--- src/rtl/core/rlhtp_pkg.sv ---
`timescale 1ns / 1ps

package rlhtp_pkg;

    // Fraction digits kept; later digits are dropped
    localparam int unsigned FRAC_DIGITS = 9;

    localparam int unsigned PREFIX_LEN = 7;
    localparam int unsigned TAG_LEN    = 4;

    localparam logic [15:0] WEEK_MAX  = 16'd65535;
    localparam logic [19:0] WHOLE_MAX = 20'd1048575;

    localparam logic [7:0] CH_NUL   = 8'h00;
    localparam logic [7:0] CH_COMMA = 8'h2C;
    localparam logic [7:0] CH_SEMI  = 8'h3B;
    localparam logic [7:0] CH_CR    = 8'h0D;
    localparam logic [7:0] CH_LF    = 8'h0A;
    localparam logic [7:0] CH_DOT   = 8'h2E;
    localparam logic [7:0] CH_ZERO  = 8'h30;
    localparam logic [7:0] CH_NINE  = 8'h39;

    typedef enum logic [2:0] {
        PH_IDLE       = 3'd0,
        PH_TAG        = 3'd1,
        PH_WEEK_FIRST = 3'd2,
        PH_WEEK       = 3'd3,
        PH_SEC_FIRST  = 3'd4,
        PH_SEC_INT    = 3'd5,
        PH_SEC_FRAC   = 3'd6
    } phase_t;

    typedef struct packed {
        logic        ok;
        logic [15:0] week;
        logic [19:0] seconds_whole;
        logic [29:0] seconds_frac_ns;
    } result_t;

    typedef struct packed {
        logic    emit;
        result_t res;
    } step_t;

    // Expected header character at a prefix position
    function automatic logic [7:0] head_char(input logic [2:0] idx);
        logic [7:0] c;
        unique case (idx)
            3'd0:    c = 8'h23; // '#'
            3'd1:    c = 8'h52; // 'R'
            3'd2:    c = 8'h41; // 'A'
            3'd3:    c = 8'h4E; // 'N'
            3'd4:    c = 8'h47; // 'G'
            3'd5:    c = 8'h45; // 'E'
            3'd6:    c = 8'h41; // 'A'
            default: c = 8'h00;
        endcase
        return c;
    endfunction

    // Expected time status character at a tag position
    function automatic logic [7:0] tag_char(input logic [1:0] idx);
        logic [7:0] c;
        unique case (idx)
            2'd0:    c = 8'h46; // 'F'
            2'd1:    c = 8'h49; // 'I'
            2'd2:    c = 8'h4E; // 'N'
            default: c = 8'h45; // 'E'
        endcase
        return c;
    endfunction

    // Nanosecond weight of the fraction digit at a position
    function automatic logic [26:0] frac_weight(input logic [3:0] pos);
        logic [26:0] w;
        unique case (pos)
            4'd0:    w = 27'd100000000;
            4'd1:    w = 27'd10000000;
            4'd2:    w = 27'd1000000;
            4'd3:    w = 27'd100000;
            4'd4:    w = 27'd10000;
            4'd5:    w = 27'd1000;
            4'd6:    w = 27'd100;
            4'd7:    w = 27'd10;
            4'd8:    w = 27'd1;
            default: w = 27'd0;
        endcase
        return w;
    endfunction

    // Append a decimal digit and clamp at cap
    function automatic logic [19:0] sat_push(input logic [19:0] acc,
                                             input logic [3:0]  d,
                                             input logic [19:0] cap);
        logic [23:0] v;
        v = {acc, 3'b000} + {3'b000, acc, 1'b0} + {20'd0, d};
        return (v > {4'd0, cap}) ? cap : v[19:0];
    endfunction

endpackage

--- src/rtl/core/range_log_header_time_parser_unit.sv ---
`timescale 1ns / 1ps

// Channel  Handshake             Payload
// in       in_valid / in_ready   byte_req[7:0], last
// out      out_valid / out_ready ok, week[15:0], seconds_whole[19:0],
//                                seconds_frac_ns[29:0]
//
// One byte per cycle unless a byte with a result finds the output register
// full: a byte waits in the input register while the line state updates, and
// its result is loaded into the output register as the byte is consumed.
// Reset clears the line state and both valid flags; no clearing pass.
// A byte that produces a result waits in the input register while the output
// register is still full; bytes without a result keep flowing.
module range_log_header_time_parser_unit
(
    input  logic        clk,
    input  logic        rst_n,
    input  logic        in_valid,
    output logic        in_ready,
    input  logic [7:0]  byte_req,
    input  logic        last,
    output logic        out_valid,
    input  logic        out_ready,
    output logic        ok,
    output logic [15:0] week,
    output logic [19:0] seconds_whole,
    output logic [29:0] seconds_frac_ns
);
    import rlhtp_pkg::*;

    logic       s1_valid_reg;
    logic [7:0] s1_byte_reg;
    logic       s1_last_reg;
    logic       out_valid_reg;
    result_t    out_res_reg;

    step_t      step;
    logic       out_free;
    logic       s1_go;

    assign out_free = !out_valid_reg || out_ready;
    assign s1_go    = s1_valid_reg && (out_free || !step.emit);
    assign in_ready = !s1_valid_reg || s1_go;

    rlhtp_line_parser u_parser
    (
        .clk      (clk),
        .rst_n    (rst_n),
        .step_en  (s1_go),
        .byte_req (s1_byte_reg),
        .last     (s1_last_reg),
        .step     (step)
    );

    // Capture the input transaction
    always_ff @(posedge clk or negedge rst_n)
    begin
        if (!rst_n)
            s1_valid_reg <= 1'b0;
        else if (in_ready)
            s1_valid_reg <= in_valid;
    end

    always_ff @(posedge clk)
    begin
        if (in_ready && in_valid)
        begin
            s1_byte_reg <= byte_req;
            s1_last_reg <= last;
        end
    end

    // Load or drain the result register
    always_ff @(posedge clk or negedge rst_n)
    begin
        if (!rst_n)
            out_valid_reg <= 1'b0;
        else if (s1_go && step.emit)
            out_valid_reg <= 1'b1;
        else if (out_ready)
            out_valid_reg <= 1'b0;
    end

    always_ff @(posedge clk)
    begin
        if (s1_go && step.emit)
            out_res_reg <= step.res;
    end

    assign out_valid       = out_valid_reg;
    assign ok              = out_res_reg.ok;
    assign week            = out_res_reg.week;
    assign seconds_whole   = out_res_reg.seconds_whole;
    assign seconds_frac_ns = out_res_reg.seconds_frac_ns;

endmodule

--- src/rtl/core/rlhtp_line_parser.sv ---
`timescale 1ns / 1ps

module rlhtp_line_parser
(
    input  logic              clk,
    input  logic              rst_n,
    input  logic              step_en,
    input  logic [7:0]        byte_req,
    input  logic              last,
    output rlhtp_pkg::step_t  step
);
    import rlhtp_pkg::*;

    logic [2:0]  prefix_reg,  prefix_next;
    logic [2:0]  comma_reg,   comma_next;
    logic [2:0]  tag_reg,     tag_next;
    phase_t      phase_reg,   phase_next;
    logic [15:0] week_reg,    week_next;
    logic [19:0] whole_reg,   whole_next;
    logic [29:0] frac_reg,    frac_next;
    logic [3:0]  fcount_reg,  fcount_next;
    logic        decided_reg, decided_next;

    logic        is_digit;
    logic [3:0]  d;
    logic        emit;
    logic        emit_ok;
    logic [19:0] week_push;
    logic [30:0] frac_prod;
    logic [15:0] res_week;
    logic [19:0] res_whole;
    logic [29:0] res_frac;

    assign is_digit  = (byte_req >= CH_ZERO) && (byte_req <= CH_NINE);
    assign d         = byte_req[3:0];
    assign week_push = sat_push({4'd0, week_reg}, d, {4'd0, WEEK_MAX});
    assign frac_prod = {27'd0, d} * {4'd0, frac_weight(fcount_reg)};

    // Advance the line state by one byte
    always_comb
    begin
        prefix_next  = prefix_reg;
        comma_next   = comma_reg;
        tag_next     = tag_reg;
        phase_next   = phase_reg;
        week_next    = week_reg;
        whole_next   = whole_reg;
        frac_next    = frac_reg;
        fcount_next  = fcount_reg;
        decided_next = decided_reg;
        emit         = 1'b0;
        emit_ok      = 1'b0;

        if (!decided_reg)
        begin
            if (byte_req != CH_NUL)
            begin
                if (prefix_reg < 3'(PREFIX_LEN))
                begin
                    if (byte_req != head_char(prefix_reg))
                        emit = 1'b1;
                    else
                        prefix_next = prefix_reg + 3'd1;
                end
                else
                begin
                    unique case (phase_reg)
                        PH_TAG:
                        begin
                            if (tag_reg < 3'(TAG_LEN))
                            begin
                                if (byte_req != tag_char(tag_reg[1:0]))
                                    emit = 1'b1;
                                else
                                    tag_next = tag_reg + 3'd1;
                            end
                            else if (byte_req == CH_COMMA)
                            begin
                                comma_next = 3'd5;
                                phase_next = PH_WEEK_FIRST;
                            end
                            else if (byte_req == CH_SEMI || byte_req == CH_CR ||
                                     byte_req == CH_LF)
                                phase_next = PH_IDLE;
                            else
                                emit = 1'b1;
                        end
                        PH_WEEK_FIRST:
                        begin
                            if (!is_digit)
                                emit = 1'b1;
                            else
                            begin
                                week_next  = {12'd0, d};
                                phase_next = PH_WEEK;
                            end
                        end
                        PH_WEEK:
                        begin
                            if (is_digit)
                                week_next = week_push[15:0];
                            else if (byte_req == CH_COMMA)
                            begin
                                comma_next = 3'd6;
                                phase_next = PH_SEC_FIRST;
                            end
                            else
                                phase_next = PH_IDLE;
                        end
                        PH_SEC_FIRST:
                        begin
                            if (!is_digit)
                                emit = 1'b1;
                            else
                            begin
                                whole_next = {16'd0, d};
                                phase_next = PH_SEC_INT;
                            end
                        end
                        PH_SEC_INT:
                        begin
                            if (is_digit)
                                whole_next = sat_push(whole_reg, d, WHOLE_MAX);
                            else if (byte_req == CH_DOT)
                                phase_next = PH_SEC_FRAC;
                            else
                            begin
                                emit    = 1'b1;
                                emit_ok = 1'b1;
                            end
                        end
                        PH_SEC_FRAC:
                        begin
                            if (is_digit)
                            begin
                                if (fcount_reg < 4'(FRAC_DIGITS))
                                begin
                                    frac_next   = frac_reg + frac_prod[29:0];
                                    fcount_next = fcount_reg + 4'd1;
                                end
                            end
                            else
                            begin
                                emit    = 1'b1;
                                emit_ok = 1'b1;
                            end
                        end
                        default:
                        begin
                            if (byte_req == CH_COMMA)
                            begin
                                comma_next = (comma_reg < 3'd6) ? comma_reg + 3'd1
                                                                : comma_reg;
                                if (comma_next == 3'd4)
                                begin
                                    phase_next = PH_TAG;
                                    tag_next   = 3'd0;
                                end
                                else if (comma_next == 3'd5)
                                    phase_next = PH_WEEK_FIRST;
                                else if (comma_next == 3'd6)
                                    phase_next = PH_SEC_FIRST;
                            end
                        end
                    endcase
                end
            end

            // Close the line at end of text or on the final byte
            if (!emit && (byte_req == CH_NUL || last))
            begin
                emit    = 1'b1;
                emit_ok = (phase_next == PH_SEC_INT) || (phase_next == PH_SEC_FRAC);
            end

            if (emit)
                decided_next = 1'b1;
        end

        // Hold the parsed time before the line state is cleared
        res_week  = week_next;
        res_whole = whole_next;
        res_frac  = frac_next;

        // Start a fresh line after the final byte
        if (last)
        begin
            prefix_next  = 3'd0;
            comma_next   = 3'd0;
            tag_next     = 3'd0;
            phase_next   = PH_IDLE;
            week_next    = 16'd0;
            whole_next   = 20'd0;
            frac_next    = 30'd0;
            fcount_next  = 4'd0;
            decided_next = 1'b0;
        end
    end

    // Drive the result of this byte
    always_comb
    begin
        step.emit                = emit;
        step.res.ok              = emit_ok;
        step.res.week            = emit_ok ? res_week  : 16'd0;
        step.res.seconds_whole   = emit_ok ? res_whole : 20'd0;
        step.res.seconds_frac_ns = emit_ok ? res_frac  : 30'd0;
    end

    // Hold the line state
    always_ff @(posedge clk or negedge rst_n)
    begin
        if (!rst_n)
        begin
            prefix_reg  <= 3'd0;
            comma_reg   <= 3'd0;
            tag_reg     <= 3'd0;
            phase_reg   <= PH_IDLE;
            week_reg    <= 16'd0;
            whole_reg   <= 20'd0;
            frac_reg    <= 30'd0;
            fcount_reg  <= 4'd0;
            decided_reg <= 1'b0;
        end
        else if (step_en)
        begin
            prefix_reg  <= prefix_next;
            comma_reg   <= comma_next;
            tag_reg     <= tag_next;
            phase_reg   <= phase_next;
            week_reg    <= week_next;
            whole_reg   <= whole_next;
            frac_reg    <= frac_next;
            fcount_reg  <= fcount_next;
            decided_reg <= decided_next;
        end
    end

endmodule
--- config.mk ---
export PLATFORM = sky130hd
export DESIGN_NAME = range_log_header_time_parser_unit
export DESIGN_NICKNAME = d
export VERILOG_FILES = /design/src/rtl/core/rlhtp_pkg.sv /design/src/rtl/core/range_log_header_time_parser_unit.sv /design/src/rtl/core/rlhtp_line_parser.sv
export SDC_FILE = /design/constraint.sdc
export NUM_CORES = 1
export LEC_CHECK = 0
export BUFFER_PORTS_ARGS = -buffer_cell sky130_fd_sc_hd__buf_2
export CAP_MARGIN = 10
export CORE_MARGIN = 4
export CORE_UTILIZATION = 45
export CTS_BUF_LIST = sky130_fd_sc_hd__clkbuf_4 sky130_fd_sc_hd__clkbuf_8
export DETAILED_ROUTE_END_ITERATION = 6
export SYNTH_ARGS = -nofsm -noshare
export SYNTH_HDL_FRONTEND = slang
export SYNTH_SLANG_ARGS = --single-unit
--- constraint.sdc ---
create_clock -name clk -period 7.9 [get_ports clk]
set_input_delay 0.395 -clock clk [delete_from_list [all_inputs] [get_ports clk]]
set_output_delay 0.395 -clock clk [all_outputs]
set_load 0.05 [all_outputs]
# Word-level counts from Yosys, hierarchy flattened
# Memory sizes are Yosys's and may differ from the RTL's.
# Index checks and enable logic that the tools add are counted.
[classes]
addsub = 9
multipliers = 1
n_lt_le_gt_ge = 8
n_eq_ne = 35
n_mux = 109
n_reduce_logical = 38
[op_table]
columns = ["cell", "n"]
rows = [
  ["2-to-1 mux 30 bit", 7],
  ["2-to-1 mux 20 bit", 7],
  ["2-to-1 mux 3 bit", 41],
  ["2-to-1 mux 16 bit", 7],
  ["2-to-1 mux 8 bit", 8],
  ["case mux 7 bit (6 select lines)", 1],
  ["case mux 20 bit (2 select lines)", 1],
  ["equality test 3 bit, second input constant", 11],
  ["case mux 16 bit (2 select lines)", 1],
  ["adder 30 bit", 1],
  ["multiplier 4 x 27 -> 30 bit", 1],
  ["2-to-1 mux 4 bit", 7],
  ["adder 23 x 21 -> 24 bit", 1],
  ["adder 24 x 4 -> 24 bit", 1],
  ["equality test 8 x 6 -> 1 bit, second input constant", 3],
  ["> comparator 24 x 16 -> 1 bit, second input constant", 1],
  ["> comparator 24 x 20 -> 1 bit, second input constant", 1],
  ["2-to-1 mux 1 bit", 23],
  ["adder 20 x 4 -> 21 bit", 1],
  ["adder 19 x 17 -> 20 bit", 1],
  ["case mux 3 bit (6 select lines)", 1],
  ["equality test 8 x 4 -> 1 bit, second input constant", 2],
  ["inequality test 8 bit", 2],
  ["nonzero test 2 bit", 7],
  ["other kinds (36)", 63],
]
[word_totals]
regBits = 161
rom_bits = 400
input_bits = 13
output_inout_bits = 69
word_cells = 218
mem_count = 1
[mem_list]
columns = ["name", "words", "word_bits", "rd", "rd_clocked_by_memory_dff", "write_ports", "line", "rtl"]
rows = [
  ["(name not given)", 16, 25, 1, 0, 0, "rlhtp_pkg.sv:76", "unique case (pos)"],
]

# Logic depth before layout (Yosys ltp)
# Gate-level depths: netlist of run 1.
[depth]
depth_word = 24
ltp_mapped = 23
depth_no_buf = 22

# Modules after synthesis
# From an unflattened synthesis of run 1, not the netlist that was laid out.
[hier_totals]
cells_unflattened = 1651
hier_area_um2 = 14585.2
[modules_own_cells]
columns = ["mod", "n_inst", "cells_per_inst", "area_each_um2", "seq_area_each_um2"]
rows = [
  ["rlhtp_line_parser", 1, 1565, 12196.7, 2077.0],
  ["range_log_header_time_parser_unit", 1, 86, 2388.5, 2332.2],
]

# Worst setup path before layout of run 1
# OpenSTA, ideal clock, no wires.
[synth_path]
kind = "reg-to-reg"
from = "reg u_parser.prefix_reg[0]"
to = "reg out_res_reg (netlist bit ok) (enable)"
setup_time_ns = 0.575
arrival_ns = 7.240
required_time_ns = 7.325
path_slack_ns = 0.086
path_stages_with_launch = 13
n_path_buf = 3
period_less_slack_ns = 7.814
path_cell_list = "dfrtp_1 -> inv_1 -> ha_1 -> nor3b_1 -> a21oi_1 -> mux2i_1 -> or4_1 -> nor4_1 -> o41ai_2 -> buf_6 -> buf_2 -> buf_2 -> nor3_1"
[synth_via]
elab_chain_cells = 20
word_cells_on_any_way = 27
cone_classes = "order compare: 1; eq/ne: 7; mux: 11; reduce/logical: 8"
[synth_rtl]
columns = ["element", "line", "rtl"]
rows = [
  ["from (decl)", "rlhtp_line_parser.sv:14", "logic [2:0] prefix_reg, prefix_next;"],
  ["from (signal assigned)", "rlhtp_line_parser.sv:227", "prefix_reg <= prefix_next;"],
  ["equality test 3 x 2 -> 1 bit / equality test 3 bit (equally long branches)", "rlhtp_pkg.sv:48", "unique case (idx)"],
  ["OR reduction 2 bit (no source line)", "n/a", ""],
  ["case mux 7 bit (6 select lines)", "rlhtp_pkg.sv:48", ""],
  ["2-to-1 mux 8 bit", "rlhtp_line_parser.sv:58", "if (prefix_reg < 3'(PREFIX_LEN))"],
  ["2-to-1 mux 8 bit", "rlhtp_line_parser.sv:56", "if (byte_req != CH_NUL)"],
  ["2-to-1 mux 8 bit", "rlhtp_line_parser.sv:54", "if (!decided_reg)"],
  ["inequality test 8 bit", "rlhtp_line_parser.sv:60", "if (byte_req != head_char(prefix_reg))"],
  ["2-to-1 mux 1 bit", "rlhtp_line_parser.sv:60", ""],
  ["[... 3 more ...]", "n/a", ""],
  ["logical NOT 1 bit", "rlhtp_line_parser.sv:170", "if (!emit && (byte_req == CH_NUL || last))"],
  ["logical AND 1 bit", "rlhtp_line_parser.sv:170", ""],
  ["2-to-1 mux 1 bit *", "rlhtp_line_parser.sv:170", ""],
  ["2-to-1 mux 1 bit * (2 in a row)", "rlhtp_line_parser.sv:54", ""],
  ["logical NOT 1 bit", "range_log_header_time_parser_unit.sv:42", "assign s1_go = s1_valid_reg && (out_free || !step.emit);"],
  ["logical OR 1 bit", "range_log_header_time_parser_unit.sv:42", ""],
  ["logical AND 1 bit", "range_log_header_time_parser_unit.sv:42", ""],
  ["logical AND 1 bit *", "range_log_header_time_parser_unit.sv:86", "if (s1_go && step.emit)"],
  ["to (signal assigned)", "range_log_header_time_parser_unit.sv:87", "out_res_reg <= step.res;"],
  ["to (decl)", "range_log_header_time_parser_unit.sv:35", "result_t out_res_reg;"],
]
# Mark *: on every way between the ends. The rest lies on a longest branch, timed or not. The select of a mux whose other input is x is not followed.
# A chain may end at the register's enable or synchronous reset.

# Final worst setup path of run 1
[layout_path]
from = "reg u_parser.fcount_reg[0]"
to = "reg out_res_reg (netlist bit seconds_frac_ns[29]) (data pin)"
[layout_via]
elab_chain_cells = 9
word_cells_on_any_way = 10
cone_classes = "add/sub: 1; mul: 1; order compare: 1; mux: 6; memory: 1"
[layout_rtl]
columns = ["element", "line", "rtl"]
rows = [
  ["from (decl)", "rlhtp_line_parser.sv:21", "logic [3:0] fcount_reg, fcount_next;"],
  ["from (signal assigned)", "rlhtp_line_parser.sv:234", "fcount_reg <= fcount_next;"],
  ["memory read (16 x 25 bit)", "n/a", ""],
  ["multiplier 4 x 27 -> 30 bit", "rlhtp_line_parser.sv:37", "assign frac_prod = {27'd0, d} * {4'd0, frac_weight(fcount_reg)};"],
  ["adder 30 bit", "rlhtp_line_parser.sv:138", "frac_next = frac_reg + frac_prod[29:0];"],
  ["2-to-1 mux 30 bit *", "rlhtp_line_parser.sv:136", "if (fcount_reg < 4'(FRAC_DIGITS))"],
  ["2-to-1 mux 30 bit *", "rlhtp_line_parser.sv:134", "if (is_digit)"],
  ["2-to-1 mux 30 bit *", "rlhtp_line_parser.sv:67", "unique case (phase_reg)"],
  ["2-to-1 mux 30 bit *", "rlhtp_line_parser.sv:58", ""],
  ["2-to-1 mux 30 bit *", "rlhtp_line_parser.sv:56", ""],
  ["2-to-1 mux 30 bit *", "rlhtp_line_parser.sv:54", ""],
]
# Mark *: on every way between the ends. The rest lies on a longest branch, timed or not.

==> results of run 1 <==
[cell usage after synthesis (6+ instances only)]
cell type and instances:
a211oi_1 22, a211oi_2 10, a21boi_0 6, a21o_1 27
a21oi_1 110, a21oi_2 20, a22o_1 9, a22oi_1 9
a31oi_1 11, and2_1 41, and3_1 10, buf_2 16
clkbuf_1 47, dfrtp_1 85, edfxtp_1 76, fa_1 74
ha_1 131, inv_1 175, mux2i_1 6, nand2_1 168
nand2b_1 29, nand3_1 14, nand3b_1 7, nand4_1 7
nor2_1 120, nor2b_1 32, nor3_1 22, nor3b_1 8
nor4_1 8, o21a_1 17, o21ai_0 92, o21ai_1 13
o21bai_1 9, o221ai_1 8, o22ai_1 20, or2_2 10
xnor2_1 37, xor2_1 19
[logic make-up after synthesis]
| family | synth area share (%) |
|---|---|
| flops | 30.32 |
| compound gates | 20.70 |
| xor+xnor | 3.372 |
| simple gates | 16.86 |
| mux | 0.4904 |
| buf+inv | 6.805 |
| fa+ha+maj | 21.46 |
[path summary, 6_finish.rpt]
check / start / to / slack [ns] / depth (start not counted)
max in group asynchronous: rst_n / u_parser.whole_reg[8] / 6.30 / 3
setup reg to reg: u_parser.fcount_reg[0] / seconds_frac_ns[29] / 1.22 / 21
hold reg to reg: u_parser.frac_reg[22] / u_parser.frac_reg[22] / 0.53 / 2
setup / recovery: u_parser.fcount_reg[0] / seconds_frac_ns[29] / 1.22 / 21
hold / removal: last / s1_last_reg / 0.07 / 1
min in group asynchronous: rst_n / u_parser.frac_reg[14] / 0.37 / 2
[repair_timing]
item | in CTS | in global routing
gates resized for setup | 0 | 0
hold buffers | 1 | 0
endpoints found under the hold margin | 25 | 0
[where the power goes]
part / internal (mW) / total (mW) / switching (mW) / leakage, nW
registers: 0.960 / 1.02 / 0.0611 / 1.91
clock network: 0.283 / 0.631 / 0.348 / 0.183
logic: 0.344 / 0.941 / 0.597 / 4.96
[through the flow]
stage,std cells,power (mW),hold slack [ns],area [µm²],util [%]
5_1_grt,2087,2.775,0.03851,15690,49.48
6_report,2087,2.593,0.06975,15690,49.48
3_3_place_gp,2053,1.971,0.3500,15280,48.17
4_1_cts,2087,2.623,0.03313,15690,49.48
2_1_floorplan,1625,1.777,0.09941,14540,-
3_5_place_dp,2054,1.983,0.3490,15290,48.21
[worst max-delay path, delay by kind of cell (launching register included)]
kind	cells	cell delay, ns
AO/OA/AOI/OAI	7	2.13
XOR/XNOR	1	0.18
adder cells (fa/ha/maj)	5	2.27
buffers and inverters	3	0.30
flip-flops	1	0.58
AND/OR/NAND/NOR	5	0.96
[routing by layer]
| metal | track usage, % | share of wire (%) | routed length (µm) |
|---|---|---|---|
| met5 | 0 | 0 | 0 |
| met4 | 4.800 | 1.3 | 461 |
| met3 | 3.090 | 4.5 | 1648 |
| met2 | 32.26 | 44 | 16060 |
| met1 | 31.35 | 50 | 18450 |
[final cells by class]
cell class                 instances  area, µm²  share of cell area (%)
clock buffer                      17      234.0                   1.491
clock inverter                    15      158.9                   1.013
inverter                         176      660.6                   4.210
multi-input combinational       1216       9170                   58.44
sequential                       161       4409                   28.10
tap                              402      503.0                   3.205
timing repair buffer             100      556.8                   3.548
==> results.toml, run 1 <==
[global_route]
grt_overflow = 0
grt_usage_pct = 20.95
antenna_found_initial = 0
grt_pass1_wl_mm = 60.93
grt_max_degree = 61
first_global_vias = 11551

[critical_path]
cp_max_fo = 12
crit_type = "flop to flop"
worstPathArrival_ns = 6.91
crit_path_cell_trace = "inv_1, ha_1, nand2_1, a21oi_1, and2_1, fa_1, fa_1, inv_1, fa_1, inv_1, ha_1, nand3_1, nor4_1, o211ai_1, a31oi_1, a221oi_1, o21ai_0, a21oi_1, a311oi_1, xor2_1, nor2_1"
crit_required_ns = 8.13
end_kind = "flop"
cp_slowest_cell = "dfrtp_1"
cpPeakStageDelay_ns = 0.58
startpoint_type = "flop"

[route]
vias_per_cell = 5.641
via_count = 11773
initialDrtViolationCount = 846
wl_per_cell_um = 17.55
ant_nets = 0
wl_mm = 36.63
route.detailed.drc = 0
first_pass_iters = 6

[job]
maxCapViolCount = 0

[cells_and_area]
drive_gt1_share_pct = 11.45
final_common_cell = "inv_1"
area_delta_synth_final_pct = 7.898
final_cell_mix = "inv_1, nand2_1, ha_1"
fill_cells = 3000
diodes = 0
nets = 1890

[logic_synthesis]
ys.flop_type = "dfrtp_1"
post-synth-top-area-cell = "edfxtp_1"
synth_cells = 1625
netlist_top_cells_area = "edfxtp_1, dfrtp_1, ha_1"
syn_area_um2 = 14540
synth_cell_type_count = 87
ys_seq_elements = 161
avgSynthCellArea_um2 = 8.950
yosysTopAreaCellShare_pct = 15.69
synth_edf_count = 76
synth_seq_area_share_pct = 30.32
ys_warn_count = 0
synthArstFlopShare_pct = 52.80
synth_nets = 1843

[clocking]
cts_tree = "built"
htreeDepth = 4
cts-root-buf = "clkbuf_8"
ctsLongestPathBuffers = 2
post_cts_buffers = 0
clock-sinks = 161
cts.clk_slew.worst_paths_ns = 0.10
insertion_delay_ns = 0.49
cts_made_buffers = 17

[sta]
relSlewSlack_pct = 24.45
hold_viol = 0
rsz0062_at_grt = "false"
fin_crit_ns = 6.680
tns_ns = 0
fmax_mhz = 149.7
timing.final.crit_share_pct = 84.56
finalSetupViolations = 0
fin_skew_ns = 0.01477
fin_ws_ns = 1.220
maxSlewViolCount = 0
tightest_slew_ns = 1.133

[die]
die_area_um2 = 35260
die_y_um = 187.8
rows = 65
die_x_um = 187.8
start_util_pct = 45.85
core_area_um2 = 31720
io_pins = 82

[placement]
place_hpwl_mm = 26.57
gp_congestion = 0.9294
port-buffer-count = 81
place_ws_ns = 1.250

[pwr]
power_density_nw_per_um2 = 165.2
leakage_nw = 7.054
ir_worst_vdd_mv = 0.1031

[worst_hold_path]
hold_path_class = "input port to flop"

[run_status]
outcome = "completed"
No activity file was read; power rests on OpenSTA's default activity.
==> inputs of run 2 (changes only) <==
==> constraint.sdc (replaced) <==
create_clock -name clk -period 6.8 [get_ports clk]
set_input_delay 0.34 -clock clk [delete_from_list [all_inputs] [get_ports clk]]
set_output_delay 0.34 -clock clk [all_outputs]
set_load 0.05 [all_outputs]
==> run 2 against run 1 <==
  * Sequential share of layout area fell by 0.18 points
  * Sequential power rose by 17%
  * Register-to-register slack got worse by 0.70 ns
  * Non-clock buffer count rose by 7
  * Power rose by 17%
  * Critical path depth fell by 1
  * Critical endpoint is now seconds_frac_ns[28]
  * Highest routed layer unchanged
==> results.toml, run 2 (synthesis gave the netlist of run 1 again) <==
[critical_path]
crit_type = "flop to flop"
startpoint_type = "flop"
crit_required_ns = 7.04
worstPathArrival_ns = 6.52
rrSetupSlack_ns = 0.52
cp_max_fo = 12
end_kind = "flop"

[pwr]
ir_worst_vdd_mv = 0.1154
power_density_nw_per_um2 = 191.3
pwr-share-clk_pct = 24.1
p_seq_share_pct = 39.3
switchingPower_mw = 1.160
leakage_nw = 7.104
sw_frac_of_total_pct = 38.41
internal_power_mw = 1.861
comb_power_share_pct = 36.6

[route]
via_count = 11799
ant_nets = 0
wl_per_cell_um = 17.42
route.detailed.drc = 0
wl_mm = 36.49
vias_per_cell = 5.635
initialDrtViolationCount = 860
first_pass_iters = 5

[sta]
tns_ns = 0
maxSlewViolCount = 0
hold_viol = 0
fin_skew_ns = 0.01234
finalSetupViolations = 0
relSlewSlack_pct = 33.96
fmax_mhz = 159.3
timing.final.crit_share_pct = 92.31
tightest_slew_ns = 0.9895
rsz0062_at_grt = "false"
fin_crit_ns = 6.277

[cells_and_area]
drive_gt1_share_pct = 11.35
area_delta_synth_final_pct = 8.585
nets = 1897
fill_cells = 3015
design_area_um2 = 15790
final_common_cell = "inv_1"
final_cell_mix = "inv_1, nand2_1, ha_1"
diodes = 0

[global_route]
grt_pass1_wl_mm = 61.06
antenna_found_initial = 0
grt_overflow = 0
grt_max_degree = 62
first_global_vias = 11693
grt_usage_pct = 20.98

[placement]
dpl-instance-area_um2 = 15300
place_hpwl_mm = 26.81
port-buffer-count = 81
gp_congestion = 0.9211

[clocking]
cts.clk_slew.worst_paths_ns = 0.09
htreeDepth = 4
cts_tree = "built"
cts_made_buffers = 17
cts-root-buf = "clkbuf_8"
clock-sinks = 161
ctsLongestPathBuffers = 2
insertion_delay_ns = 0.49
post_cts_buffers = 0

[run_status]
outcome = "completed"

[die]
core_area_um2 = 31720
rows = 65
die_x_um = 187.8
die_y_um = 187.8
die_area_um2 = 35260
start_util_pct = 45.85
io_pins = 82

[worst_hold_path]
hold_path_class = "input port to flop"

[job]
maxCapViolCount = 0
## run 2: changes by cell type in the layout (fill, tap and decap cells not counted), sizes merged
| cell | before | now |
|---|---|---|
| clkbuf | 17 | 20 |
| dlygate4sd3 | 1 | 10 |
| buf | 99 | 97 |
| clkinvlp | 5 | 2 |
| clkinv | 4 | 6 |
| inv | 180 | 178 |
## run 2: power by group through the flow
stage                     registers, mW  logic, mW  clock network, mW
after floorplan                    1.31      0.755                  0
after global placement             1.21       1.09                  0
after detailed placement           1.21       1.10                  0
after CTS                          1.19       1.11              0.751
after global routing               1.20       1.25              0.788
final                              1.19       1.11              0.727
## run 2: critical path: stages (launching register included)
cell      delay [ns]
dfrtp_1         0.58
inv_1           0.21
ha_1            0.44
nand2_1         0.10
a21oi_1         0.27
and2_1          0.18
fa_1            0.44
fa_1            0.56
inv_1           0.06
fa_1            0.50
inv_1           0.04
ha_1            0.22
or2_2           0.33
a2111o_1        0.45
and4_1          0.20
o21ai_0         0.30
a31oi_1         0.25
a311o_1         0.43
nand2_1         0.11
mux2i_1         0.23
a31oi_1         0.12
## run 2: final timing paths
kind / end / startpoint / depth (start not counted)
setup / recovery: seconds_frac_ns[28] / u_parser.fcount_reg[0] / 20
hold / removal: s1_valid_reg / in_valid / 2
setup reg to reg: seconds_frac_ns[28] / u_parser.fcount_reg[0] / 20
hold reg to reg: u_parser.frac_reg[1] / u_parser.frac_reg[1] / 2
max in group asynchronous: u_parser.whole_reg[3] / rst_n / 3
min in group asynchronous: u_parser.whole_reg[6] / rst_n / 2
## run 2: metal layers
metal	global-route usage [%]	vias to the layer above	routed length [µm]	share of wire [%]
met1	31.72	5699	18490	51
li1	-	5765	-	-
met2	31.47	296	15780	43
met3	3.258	39	1620	4.4
met5	0	-	0	0
met4	5.477	0	596	1.6
## run 2: stage by stage
step	power, mW	util, %	hold WS [ns]	std cells	worst slack [ns]
6_report	3.021	49.79	0.04746	2094	0.5230
5_1_grt	3.239	49.79	0.02527	2094	0.1063
2_1_floorplan	2.061	-	0.04441	1625	1.056
4_1_cts	3.051	49.79	0.001252	2094	0.5052
3_5_place_dp	2.312	48.24	0.2902	2052	0.5252
3_3_place_gp	2.292	48.24	0.2886	2052	0.7195
## run 2: repair_timing
item,in CTS,in global routing
endpoints found under the setup margin,0,1
gates resized for setup,0,1
endpoints found under the hold margin,33,0
hold buffers,10,0
## run 2: area by class of cell
type | count | area, µm² | share of cell area, %
Sequential cell | 161 | 4409 | 27.92
Inverter | 176 | 660.6 | 4.183
Timing Repair Buffer | 107 | 653.1 | 4.136
Clock inverter | 12 | 133.9 | 0.8477
Clock buffer | 20 | 256.5 | 1.624
Multi-Input combinational cell | 1216 | 9176 | 58.11
Tap cell | 402 | 503.0 | 3.185
